### config.mk
export PLATFORM = sky130hd
export DESIGN_NAME = ap_ctrl
export DESIGN_NICKNAME = d
export VERILOG_FILES = /design/src/rtl/ap_pkg.sv /design/src/rtl/ap_ctrl.sv
export SDC_FILE = /design/constraint.sdc
export NUM_CORES = 1
export LEC_CHECK = 0
export ABC_CLOCK_PERIOD_IN_PS = 1900
export BUFFER_PORTS_ARGS = -buffer_cell sky130_fd_sc_hd__buf_2
export CAP_MARGIN = 20
export CELL_PAD_IN_SITES_DETAIL_PLACEMENT = 1
export CELL_PAD_IN_SITES_GLOBAL_PLACEMENT = 1
export CORE_ASPECT_RATIO = 1.4
export CORE_MARGIN = 4
export CORE_UTILIZATION = 33
export CTS_CLUSTER_DIAMETER = 80
export CTS_CLUSTER_SIZE = 25
export DETAILED_ROUTE_END_ITERATION = 6
export PLACE_DENSITY_LB_ADDON = 0.1
export SYNTH_ARGS = -nofsm -noshare
export SYNTH_HDL_FRONTEND = slang
export SYNTH_SLANG_ARGS = --single-unit
### constraint.sdc
create_clock -name clk -period 1.9 [get_ports clk]
set_input_delay 0.57 -clock clk [delete_from_list [all_inputs] [get_ports clk]]
set_output_delay 0.57 -clock clk [all_outputs]
set_load 0.05 [all_outputs]
### src/rtl/ap_pkg.sv
`timescale 1ns / 1ps
// ----------------------------------------------------------------------------
// ap_pkg
// shared sizes, codes and controller/datapath interface types of the
// articulation point finder
// ----------------------------------------------------------------------------
package ap_pkg;

	localparam int MAX_NODES  = 256;
	localparam int NODE_W     = 8;    // node index
	localparam int NUM_W      = 9;    // node number / node count
	localparam int SLOT_COUNT = 2048;
	localparam int SLOT_W     = 11;   // slot index
	localparam int PTR_W      = 12;   // slot index or empty marker
	localparam int TIME_W     = 9;
	localparam int EXTRA_W    = 8;

	localparam logic [PTR_W-1:0] SLOT_NONE = PTR_W'(SLOT_COUNT);
	localparam logic [PTR_W-1:0] SLOT_FULL_AT = PTR_W'(SLOT_COUNT - 2);

	localparam logic [1:0] ACT_ADD   = 2'd0;
	localparam logic [1:0] ACT_RUN   = 2'd1;
	localparam logic [1:0] ACT_QUERY = 2'd2;
	localparam logic [1:0] ACT_CLEAR = 2'd3;

	localparam logic [1:0] ST_OK    = 2'd0;
	localparam logic [1:0] ST_FULL  = 2'd1;
	localparam logic [1:0] ST_RANGE = 2'd2;

	typedef enum logic [4:0] {
		OP_IDLE,
		OP_DISPATCH,
		OP_EDGE_RDA,
		OP_EDGE_WRA,
		OP_EDGE_RDB,
		OP_EDGE_WRB,
		OP_QRY_RD,
		OP_QRY_FIN,
		OP_CLEAR,
		OP_RUN_INIT,
		OP_ROOT_CHK,
		OP_ENTER_WAIT,
		OP_SLOT_RD,
		OP_SLOT_EVAL,
		OP_BACK_EVAL,
		OP_ROOT_POP,
		OP_POP_P,
		OP_POP_FIN,
		OP_POP_ADV,
		OP_RESP
	} ap_op_t;

	typedef struct packed {
		ap_op_t op;
		logic   take_in;
		logic   load_out;
	} ap_cmd_t;

	typedef struct packed {
		logic [1:0] act;
		logic       a_ok;
		logic       b_ok;
		logic       full;
		logic       top_none;
		logic       top_root;
		logic       root_done;
		logic       root_vis;
		logic       slot_pass;
		logic       slot_vis;
	} ap_stat_t;

	typedef struct packed {
		logic [NODE_W-1:0] node;
		logic [PTR_W-1:0]  cursor;
		logic [SLOT_W-1:0] entry;
		logic [TIME_W-1:0] low;
		logic [TIME_W-1:0] disc;
	} ap_frame_t;

endpackage

### src/rtl/ap_ctrl.sv
`timescale 1ns / 1ps
// ----------------------------------------------------------------------------
// ap_ctrl
// sequencer for edge loads, queries, clears and the depth-first walk
// ----------------------------------------------------------------------------
module ap_ctrl import ap_pkg::*; (
	input  logic     clk,
	input  logic     arst_n,
	input  logic     in_valid,
	output logic     in_ready,
	output logic     out_valid,
	input  logic     out_ready,
	input  ap_stat_t stat,
	output ap_cmd_t  cmd
);

	typedef enum logic [4:0] {
		S_IDLE,
		S_DISPATCH,
		S_EDGE_RDA,
		S_EDGE_WRA,
		S_EDGE_RDB,
		S_EDGE_WRB,
		S_QRY_RD,
		S_QRY_FIN,
		S_CLEAR,
		S_RUN_INIT,
		S_ROOT_CHK,
		S_ENTER_WAIT,
		S_SLOT_RD,
		S_SLOT_EVAL,
		S_BACK_EVAL,
		S_ROOT_POP,
		S_POP_P,
		S_POP_FIN,
		S_POP_ADV,
		S_RESP
	} state_t;

	state_t state_q;
	logic   out_valid_q;
	logic   take_in;
	logic   load_out;

	assign in_ready  = (state_q == S_IDLE);
	assign take_in   = in_valid && in_ready;
	assign load_out  = (state_q == S_RESP) && (!out_valid_q || out_ready);
	assign out_valid = out_valid_q;

	always_comb begin
		cmd.take_in  = take_in;
		cmd.load_out = load_out;
		case (state_q)
			S_IDLE:       cmd.op = OP_IDLE;
			S_DISPATCH:   cmd.op = OP_DISPATCH;
			S_EDGE_RDA:   cmd.op = OP_EDGE_RDA;
			S_EDGE_WRA:   cmd.op = OP_EDGE_WRA;
			S_EDGE_RDB:   cmd.op = OP_EDGE_RDB;
			S_EDGE_WRB:   cmd.op = OP_EDGE_WRB;
			S_QRY_RD:     cmd.op = OP_QRY_RD;
			S_QRY_FIN:    cmd.op = OP_QRY_FIN;
			S_CLEAR:      cmd.op = OP_CLEAR;
			S_RUN_INIT:   cmd.op = OP_RUN_INIT;
			S_ROOT_CHK:   cmd.op = OP_ROOT_CHK;
			S_ENTER_WAIT: cmd.op = OP_ENTER_WAIT;
			S_SLOT_RD:    cmd.op = OP_SLOT_RD;
			S_SLOT_EVAL:  cmd.op = OP_SLOT_EVAL;
			S_BACK_EVAL:  cmd.op = OP_BACK_EVAL;
			S_ROOT_POP:   cmd.op = OP_ROOT_POP;
			S_POP_P:      cmd.op = OP_POP_P;
			S_POP_FIN:    cmd.op = OP_POP_FIN;
			S_POP_ADV:    cmd.op = OP_POP_ADV;
			S_RESP:       cmd.op = OP_RESP;
			default:      cmd.op = OP_IDLE;
		endcase
	end

	always_ff @(posedge clk or negedge arst_n) begin
		if (!arst_n) begin
			state_q     <= S_IDLE;
			out_valid_q <= 1'b0;
		end else begin
			if (load_out) begin
				out_valid_q <= 1'b1;
			end else if (out_ready) begin
				out_valid_q <= 1'b0;
			end
			case (state_q)
				S_IDLE: begin
					if (take_in) state_q <= S_DISPATCH;
				end
				S_DISPATCH: begin
					case (stat.act)
						ACT_ADD: begin
							state_q <= (stat.a_ok && stat.b_ok && !stat.full) ? S_EDGE_RDA : S_RESP;
						end
						ACT_RUN:   state_q <= S_RUN_INIT;
						ACT_QUERY: state_q <= stat.a_ok ? S_QRY_RD : S_RESP;
						ACT_CLEAR: state_q <= S_CLEAR;
						default:   state_q <= S_RESP;
					endcase
				end
				S_EDGE_RDA:   state_q <= S_EDGE_WRA;
				S_EDGE_WRA:   state_q <= S_EDGE_RDB;
				S_EDGE_RDB:   state_q <= S_EDGE_WRB;
				S_EDGE_WRB:   state_q <= S_RESP;
				S_QRY_RD:     state_q <= S_QRY_FIN;
				S_QRY_FIN:    state_q <= S_RESP;
				S_CLEAR:      state_q <= S_RESP;
				S_RUN_INIT:   state_q <= S_ROOT_CHK;
				S_ROOT_CHK: begin
					if (stat.root_done) state_q <= S_RESP;
					else if (!stat.root_vis) state_q <= S_ENTER_WAIT;
				end
				S_ENTER_WAIT: state_q <= S_SLOT_RD;
				S_SLOT_RD: begin
					if (!stat.top_none) state_q <= S_SLOT_EVAL;
					else if (stat.top_root) state_q <= S_ROOT_POP;
					else state_q <= S_POP_P;
				end
				S_SLOT_EVAL: begin
					if (stat.slot_pass) state_q <= S_SLOT_RD;
					else if (stat.slot_vis) state_q <= S_BACK_EVAL;
					else state_q <= S_ENTER_WAIT;
				end
				S_BACK_EVAL:  state_q <= S_SLOT_RD;
				S_ROOT_POP:   state_q <= S_ROOT_CHK;
				S_POP_P:      state_q <= S_POP_FIN;
				S_POP_FIN:    state_q <= S_POP_ADV;
				S_POP_ADV:    state_q <= S_SLOT_RD;
				S_RESP: begin
					if (load_out) state_q <= S_IDLE;
				end
				default:      state_q <= S_IDLE;
			endcase
		end
	end

endmodule

==> metrics.cfg, run 1 <==
[finish]
diodes=0
layout-drive-gt1-share=0.458
final_cell_mix=15 x buf_2, 14 x buf_4, 7 x nor2_1
fin_util=0.523
seqCellArea_um2=154
fin_nets=137
layout_commonest_cell=buf_2
synthToLayoutAreaGrowth_pct=44.9
finalNonFillerCells=140
multi_input_area_um2=480
fill_cells=245

[floorplan]
fp.dieArea_um2=2780
die_w_um=45.7
fp.dieH_um=60.8
core_um2=1820
ioPinCount=24
fp-row-count=18
start_util=0.361

[worst_setup_path]
cp-start-kind=register
cp.required_ns=1.33
critPathCaptureType=primary output
max_stage_delay_ns=0.50
cp_slowest_cell=dfrtp_2
r2r_slack_ns=0.14
crit_start=state_q[3]
arrival_ns=1.29
r2r-start=state_q[2]
crit_path_end=cmd[0]
ff2ff_path_depth=6
critPathKind=reg2out
worst-path-max-fanout=8
r2r_end=state_q[3]
cp_cell_sequence=nor2b_4 -> nand3_2 -> nor2_1 -> buf_6

[cts]
cts-root-buf=clkbuf_4
clock-sinks=6
htreeDepth=1
clk_latency_ns=0.24
ctsHoldBuffers=0
clock_path_buffers=2
cts.reportedPaths.clkPinSlew_ns=0.04
cts_tree=yes
cts_made_buffers=3

[power]
vdd_ir_drop_max_mv=0.712
power_density_nw_per_um2=1750
p_leak_nw=0.468
power_w=0.00167

[sta]
finalCritPeriodShare=0.978
min_period_ns=1.86
rsz0062_at_grt=true
skew_ns=0.00166
slew_headroom=0.755
tightest_slew_ns=0.367
fmax_mhz=538
final-setup-viol-count=0
hold_viol=0
slew_viol_final=0
finalSetupTns_ns=0

[synthesis]
synth_seq_cells=6
syn_nets=103
syn_area_per_cell_um2=7.48
netlist_instances=88
synthMuxAreaShare=0.0304
yosysWarnings=0
synthAdderAreaFrac=0
ys_types=36
synthSimpleGateAreaFrac=0.468
synth_top_family_by_area=simple AND/OR/NAND/NOR gates
synth_xor_area_frac=0
synth_compound_area_frac=0.171
yosysSeqAreaShare=0.228
netlist_area_um2=658

[placement]
place_congestion=0.838
dp.cells=129
dp_hpwl_mm=1.62
io_buffers=23

[global_route]
grt-ovfl-total=0
grt_pass1_wl_mm=3.24
antenna_found_initial=0
grt_max_degree=14
grt_pass1_vias=746
grtUsageTotal=0.159

[drt]
drc=0
vias_per_cell=5.56
drtIter0Drc=7
ant_nets=0
wl_mm=2.26
vias=779
wire_per_inst_um=16.1
dr.pass1.iters=4

[job]
drv_cap=0

[status]
outcome=completed

[min_path]
worstHoldPathType=in2async

-- synth_stat cells --
cell type	n	share of area
nand2b_2	1	0.013
inv_2	1	0.0057
nor2b_1	7	0.067
mux2i_1	2	0.030
o21ai_0	4	0.030
a2bb2oi_1	1	0.013
and4b_1	1	0.015
buf_2	3	0.023
dfrtp_1	6	0.23
and2_4	1	0.013
or3_1	1	0.0095
and3_1	3	0.029
a32oi_1	1	0.013
a31oi_1	1	0.0095
nand4b_1	1	0.013
and3b_1	1	0.013
nor3_1	4	0.030
nor3b_1	1	0.011
nand2b_1	5	0.048
nor2_1	8	0.046
o21ai_1	1	0.0076
nand3b_1	1	0.011
nand4_1	3	0.029
nand2_1	3	0.017
o21a_1	1	0.011
buf_4	5	0.057
nand3_1	6	0.046
a211o_1	1	0.013
o22ai_1	2	0.019
o2111ai_1	2	0.027
nor4b_2	1	0.023
a22oi_1	1	0.011
and2_1	2	0.019
inv_1	3	0.017
a21oi_1	2	0.015
nor3_2	1	0.015
-- registers in the layout, summed over array words and instances (netlist names) --
| name | cells |
|---|---|
| out_valid | 1 |
| state_q | 5 |
-- stage by stage --
stage	hold WS (ns)	worst slack [ns]	cell area, um^2
after floorplan	0.274	0.0448	661
after global placement	0.395	0.139	793
after detailed placement	0.398	0.117	793
after CTS	0.138	0.000193	842
after global routing	0.135	-0.0255	953
final	0.142	0.0411	953
-- critical path: cells and delay by family, from the launching register on --
family                 cells  cell delay [ns]
AND/OR/NAND/NOR            3             0.37
buffers and inverters      1             0.17
flip-flops                 1             0.50
-- per-layer routing --
metal / GRT usage / vias up / routed length, um
li1: - / 383 / -
met1: 0.186 / 372 / 934
met2: 0.281 / 20 / 1220
met3: 0.0326 / 4 / 86
met4: 0.0569 / 0 / 22
met5: 0 / - / 0
-- power breakdown --
part / total (W) / switching, W / internal, W
clock network: 0.000116 / 0.0000443 / 0.0000713
logic: 0.00127 / 0.000727 / 0.000544
registers: 0.000284 / 0.0000953 / 0.000189
total: 0.00167 / 0.000867 / 0.000804
-- kinds of logic after synthesis --
kind of cell	count (synthesis)
mux	2
buf+inv	12
simple gates	51
compound gates	17
flops	6
-- area by class of cell --
type	count	share of cell area
Clock buffer	3	0.0236
Inverter	4	0.0157
Multi-Input combinational cell	70	0.504
Sequential cell	6	0.161
Tap cell	20	0.0262
Timing Repair Buffer	37	0.269
-- timing repair --
action,in CTS,in global routing
hold endpoints to repair,0,0
gates resized for setup,10,18
buffers inserted,1,7
endpoints found under the setup margin,7,7
pin swaps,0,1
-- worst min path at each step --
stage | start | slack (ns) | endpoint | cells past startpoint
floorplan | arst_n | 0.27 | out_valid | 0
global placement | arst_n | 0.39 | out_valid | 1
detailed placement | arst_n | 0.40 | out_valid | 1
CTS | arst_n | 0.14 | out_valid | 1
global route | arst_n | 0.13 | state_q[3] | 1
finish | arst_n | 0.14 | state_q[0] | 1
No activity file was read; power rests on OpenSTA's default activity.
==> run 2, diff against run 1 <==
ABC_CLOCK_PERIOD_IN_PS = 2100   (was 1900)
clock period = 2.1 ns   (was 1.9 ns; I/O delays follow)
==> run 2 against run 1 <==
Compared with the run above: sequential cell count stayed put; register-to-register slack better by 0.31 ns; wire length is 6.3% lower; cell area down 12%; non-clock buffer count is 8 lower; worst hold slack better by 0.054 ns; sequential power decreased by 6%; power decreased by 21%; die area is the same; final cell count down 5.7%; critical path type unchanged; critical endpoint unchanged.
==> metrics.cfg, run 2 (synthesis gave the netlist of run 1 again) <==
[drt]
drtIter0Drc=11  ; +4
drc=0  ; unchanged
vias_per_cell=5.52  ; -0.88%
vias=728  ; -6.5%
dr.pass1.iters=4  ; unchanged
wl_mm=2.12  ; -6.3%
wire_per_inst_um=16.0  ; -0.61%
ant_nets=0  ; unchanged

[global_route]
grt-ovfl-total=0  ; unchanged
grtUsageTotal=0.164  ; +0.00423
antenna_found_initial=0  ; unchanged
grt_max_degree=14  ; unchanged
grt_pass1_vias=735  ; -1.5%
grt_pass1_wl_mm=3.34  ; +3.2%

[worst_setup_path]
critPathKind=reg2out
cp-start-kind=register
max_stage_delay_ns=0.50  ; about the same
crit_path_end=cmd[0]
r2r-start=state_q[0]
worst-path-max-fanout=12  ; +4
cp_slowest_cell=dfrtp_2
r2r_slack_ns=0.45  ; +0.31 ns
cp_cell_sequence=nor2b_2 -> nand3_1 -> nor2_1 -> clkbuf_4
cp.required_ns=1.47  ; +0.14 ns
ff2ff_path_depth=5  ; -1
crit_start=state_q[2]
r2r_end=state_q[2]
cp_top_family=flip-flops
arrival_ns=1.41  ; +0.12 ns
critPathCaptureType=primary output
worst-path-stages=4  ; unchanged
crit_buf_inv=1  ; unchanged

[finish]
fin_nets=129  ; -5.8%
layout_commonest_cell=buf_2
largest_reg_flops=5  ; unchanged
layout-drive-gt1-share=0.375  ; -0.0833
fin_util=0.460  ; -0.0624
final_cell_mix=21 x buf_2, 7 x nor2_1, 7 x buf_4
regMostFlops=state_q
finalNonFillerCells=132  ; -5.7%
synthToLayoutAreaGrowth_pct=27.6
fill_cells=246  ; +0.41%
diodes=0  ; unchanged

[placement]
dp_hpwl_mm=1.62  ; unchanged
dp.cells=127  ; -1.6%
io_buffers=23  ; unchanged
place_congestion=0.867  ; +3.5%

[sta]
slew_viol_final=0  ; unchanged
hold_viol=0  ; unchanged
fmax_mhz=491
final-setup-viol-count=0  ; unchanged
min_period_ns=2.04
finalSetupTns_ns=0  ; unchanged
slew_headroom=0.756  ; +0.00147
tightest_slew_ns=0.365  ; -0.00221 ns
skew_ns=0.0112  ; +0.00958 ns
finalCritPeriodShare=0.970

[cts]
cts-root-buf=clkbuf_4
cts_tree=yes
ctsHoldBuffers=0  ; unchanged
cts.reportedPaths.clkPinSlew_ns=0.05  ; about the same
clock_path_buffers=2  ; unchanged
clock-sinks=6  ; unchanged
clk_latency_ns=0.25  ; about the same
cts_made_buffers=3  ; unchanged
htreeDepth=1  ; unchanged

[min_path]
worstHoldPathType=in2async

[floorplan]
fp.dieArea_um2=2780  ; unchanged
fp.dieH_um=60.8  ; unchanged
fp-row-count=18  ; unchanged
ioPinCount=24  ; unchanged
core_um2=1820  ; unchanged
die_w_um=45.7  ; unchanged
start_util=0.361  ; unchanged

[power]
power_w=0.00132  ; -21%
vdd_ir_drop_max_mv=0.723  ; +1.5%
p_leak_nw=0.421  ; -10%
power_density_nw_per_um2=1570  ; -10%

[status]
outcome=completed

[job]
drv_cap=0  ; unchanged

run 2: changes by cell type in the layout (fill, tap and decap cells not counted), sizes merged:
cell / delta
buf: -6
clkbuf: -2
run 2: routing by layer:
metal	vias to the layer above	share of wire	track usage
li1	365	-	-
met1	344	0.40	0.191
met2	19	0.56	0.309
met3	0	0.043	0.0178
met4	0	0	0.0366
met5	-	0	0
run 2: repair_timing:
action                                  in CTS  in global routing
resized for setup                            4                  6
endpoints found under the setup margin       2                  5
buffers inserted                             0                  2
run 2: final cells by class:
cell class,instances,area [um^2],area share
sequential,6,153,0.182
multi-input combinational,70,459,0.547
clock buffer,3,22.5,0.0268
inverter,4,15.0,0.0179
tap,20,25.0,0.0298
timing repair buffer,29,165,0.197
run 2: worst register-to-register path, stage by stage, from the launching register on:
cell and delay [ns]:
dfrtp_1 0.44, buf_4 0.20, nor2b_1 0.16, and2_4 0.18
and4b_1 0.20, or3_1 0.36
run 2: worst min-delay path by stage:
stage / start / endpoint / slack (ns)
3_3_place_gp: arst_n / out_valid / 0.45
2_1_floorplan: arst_n / out_valid / 0.33
3_5_place_dp: arst_n / out_valid / 0.46
5_1_grt: arst_n / state_q[2] / 0.20
4_1_cts: arst_n / out_valid / 0.20
6_report: arst_n / state_q[2] / 0.20
run 2: where the power goes:
| group | total, W | switching [W] | internal [W] |
|---|---|---|---|
| sequential | 0.000266 | 0.0000971 | 0.000169 |
| clock | 0.000110 | 0.0000451 | 0.0000649 |
| combinational | 0.000943 | 0.000590 | 0.000353 |
| total | 0.00132 | 0.000732 | 0.000587 |
run 2: through the flow:
step / hold WS, ns / setup slack [ns] / instance area [um^2]
5_1_grt: 0.197 / -0.0289 / 840
6_report: 0.196 / 0.0640 / 840
3_5_place_dp: 0.458 / 0.204 / 776
2_1_floorplan: 0.334 / 0.123 / 658
3_3_place_gp: 0.453 / 0.277 / 776
4_1_cts: 0.202 / 0.00894 / 807
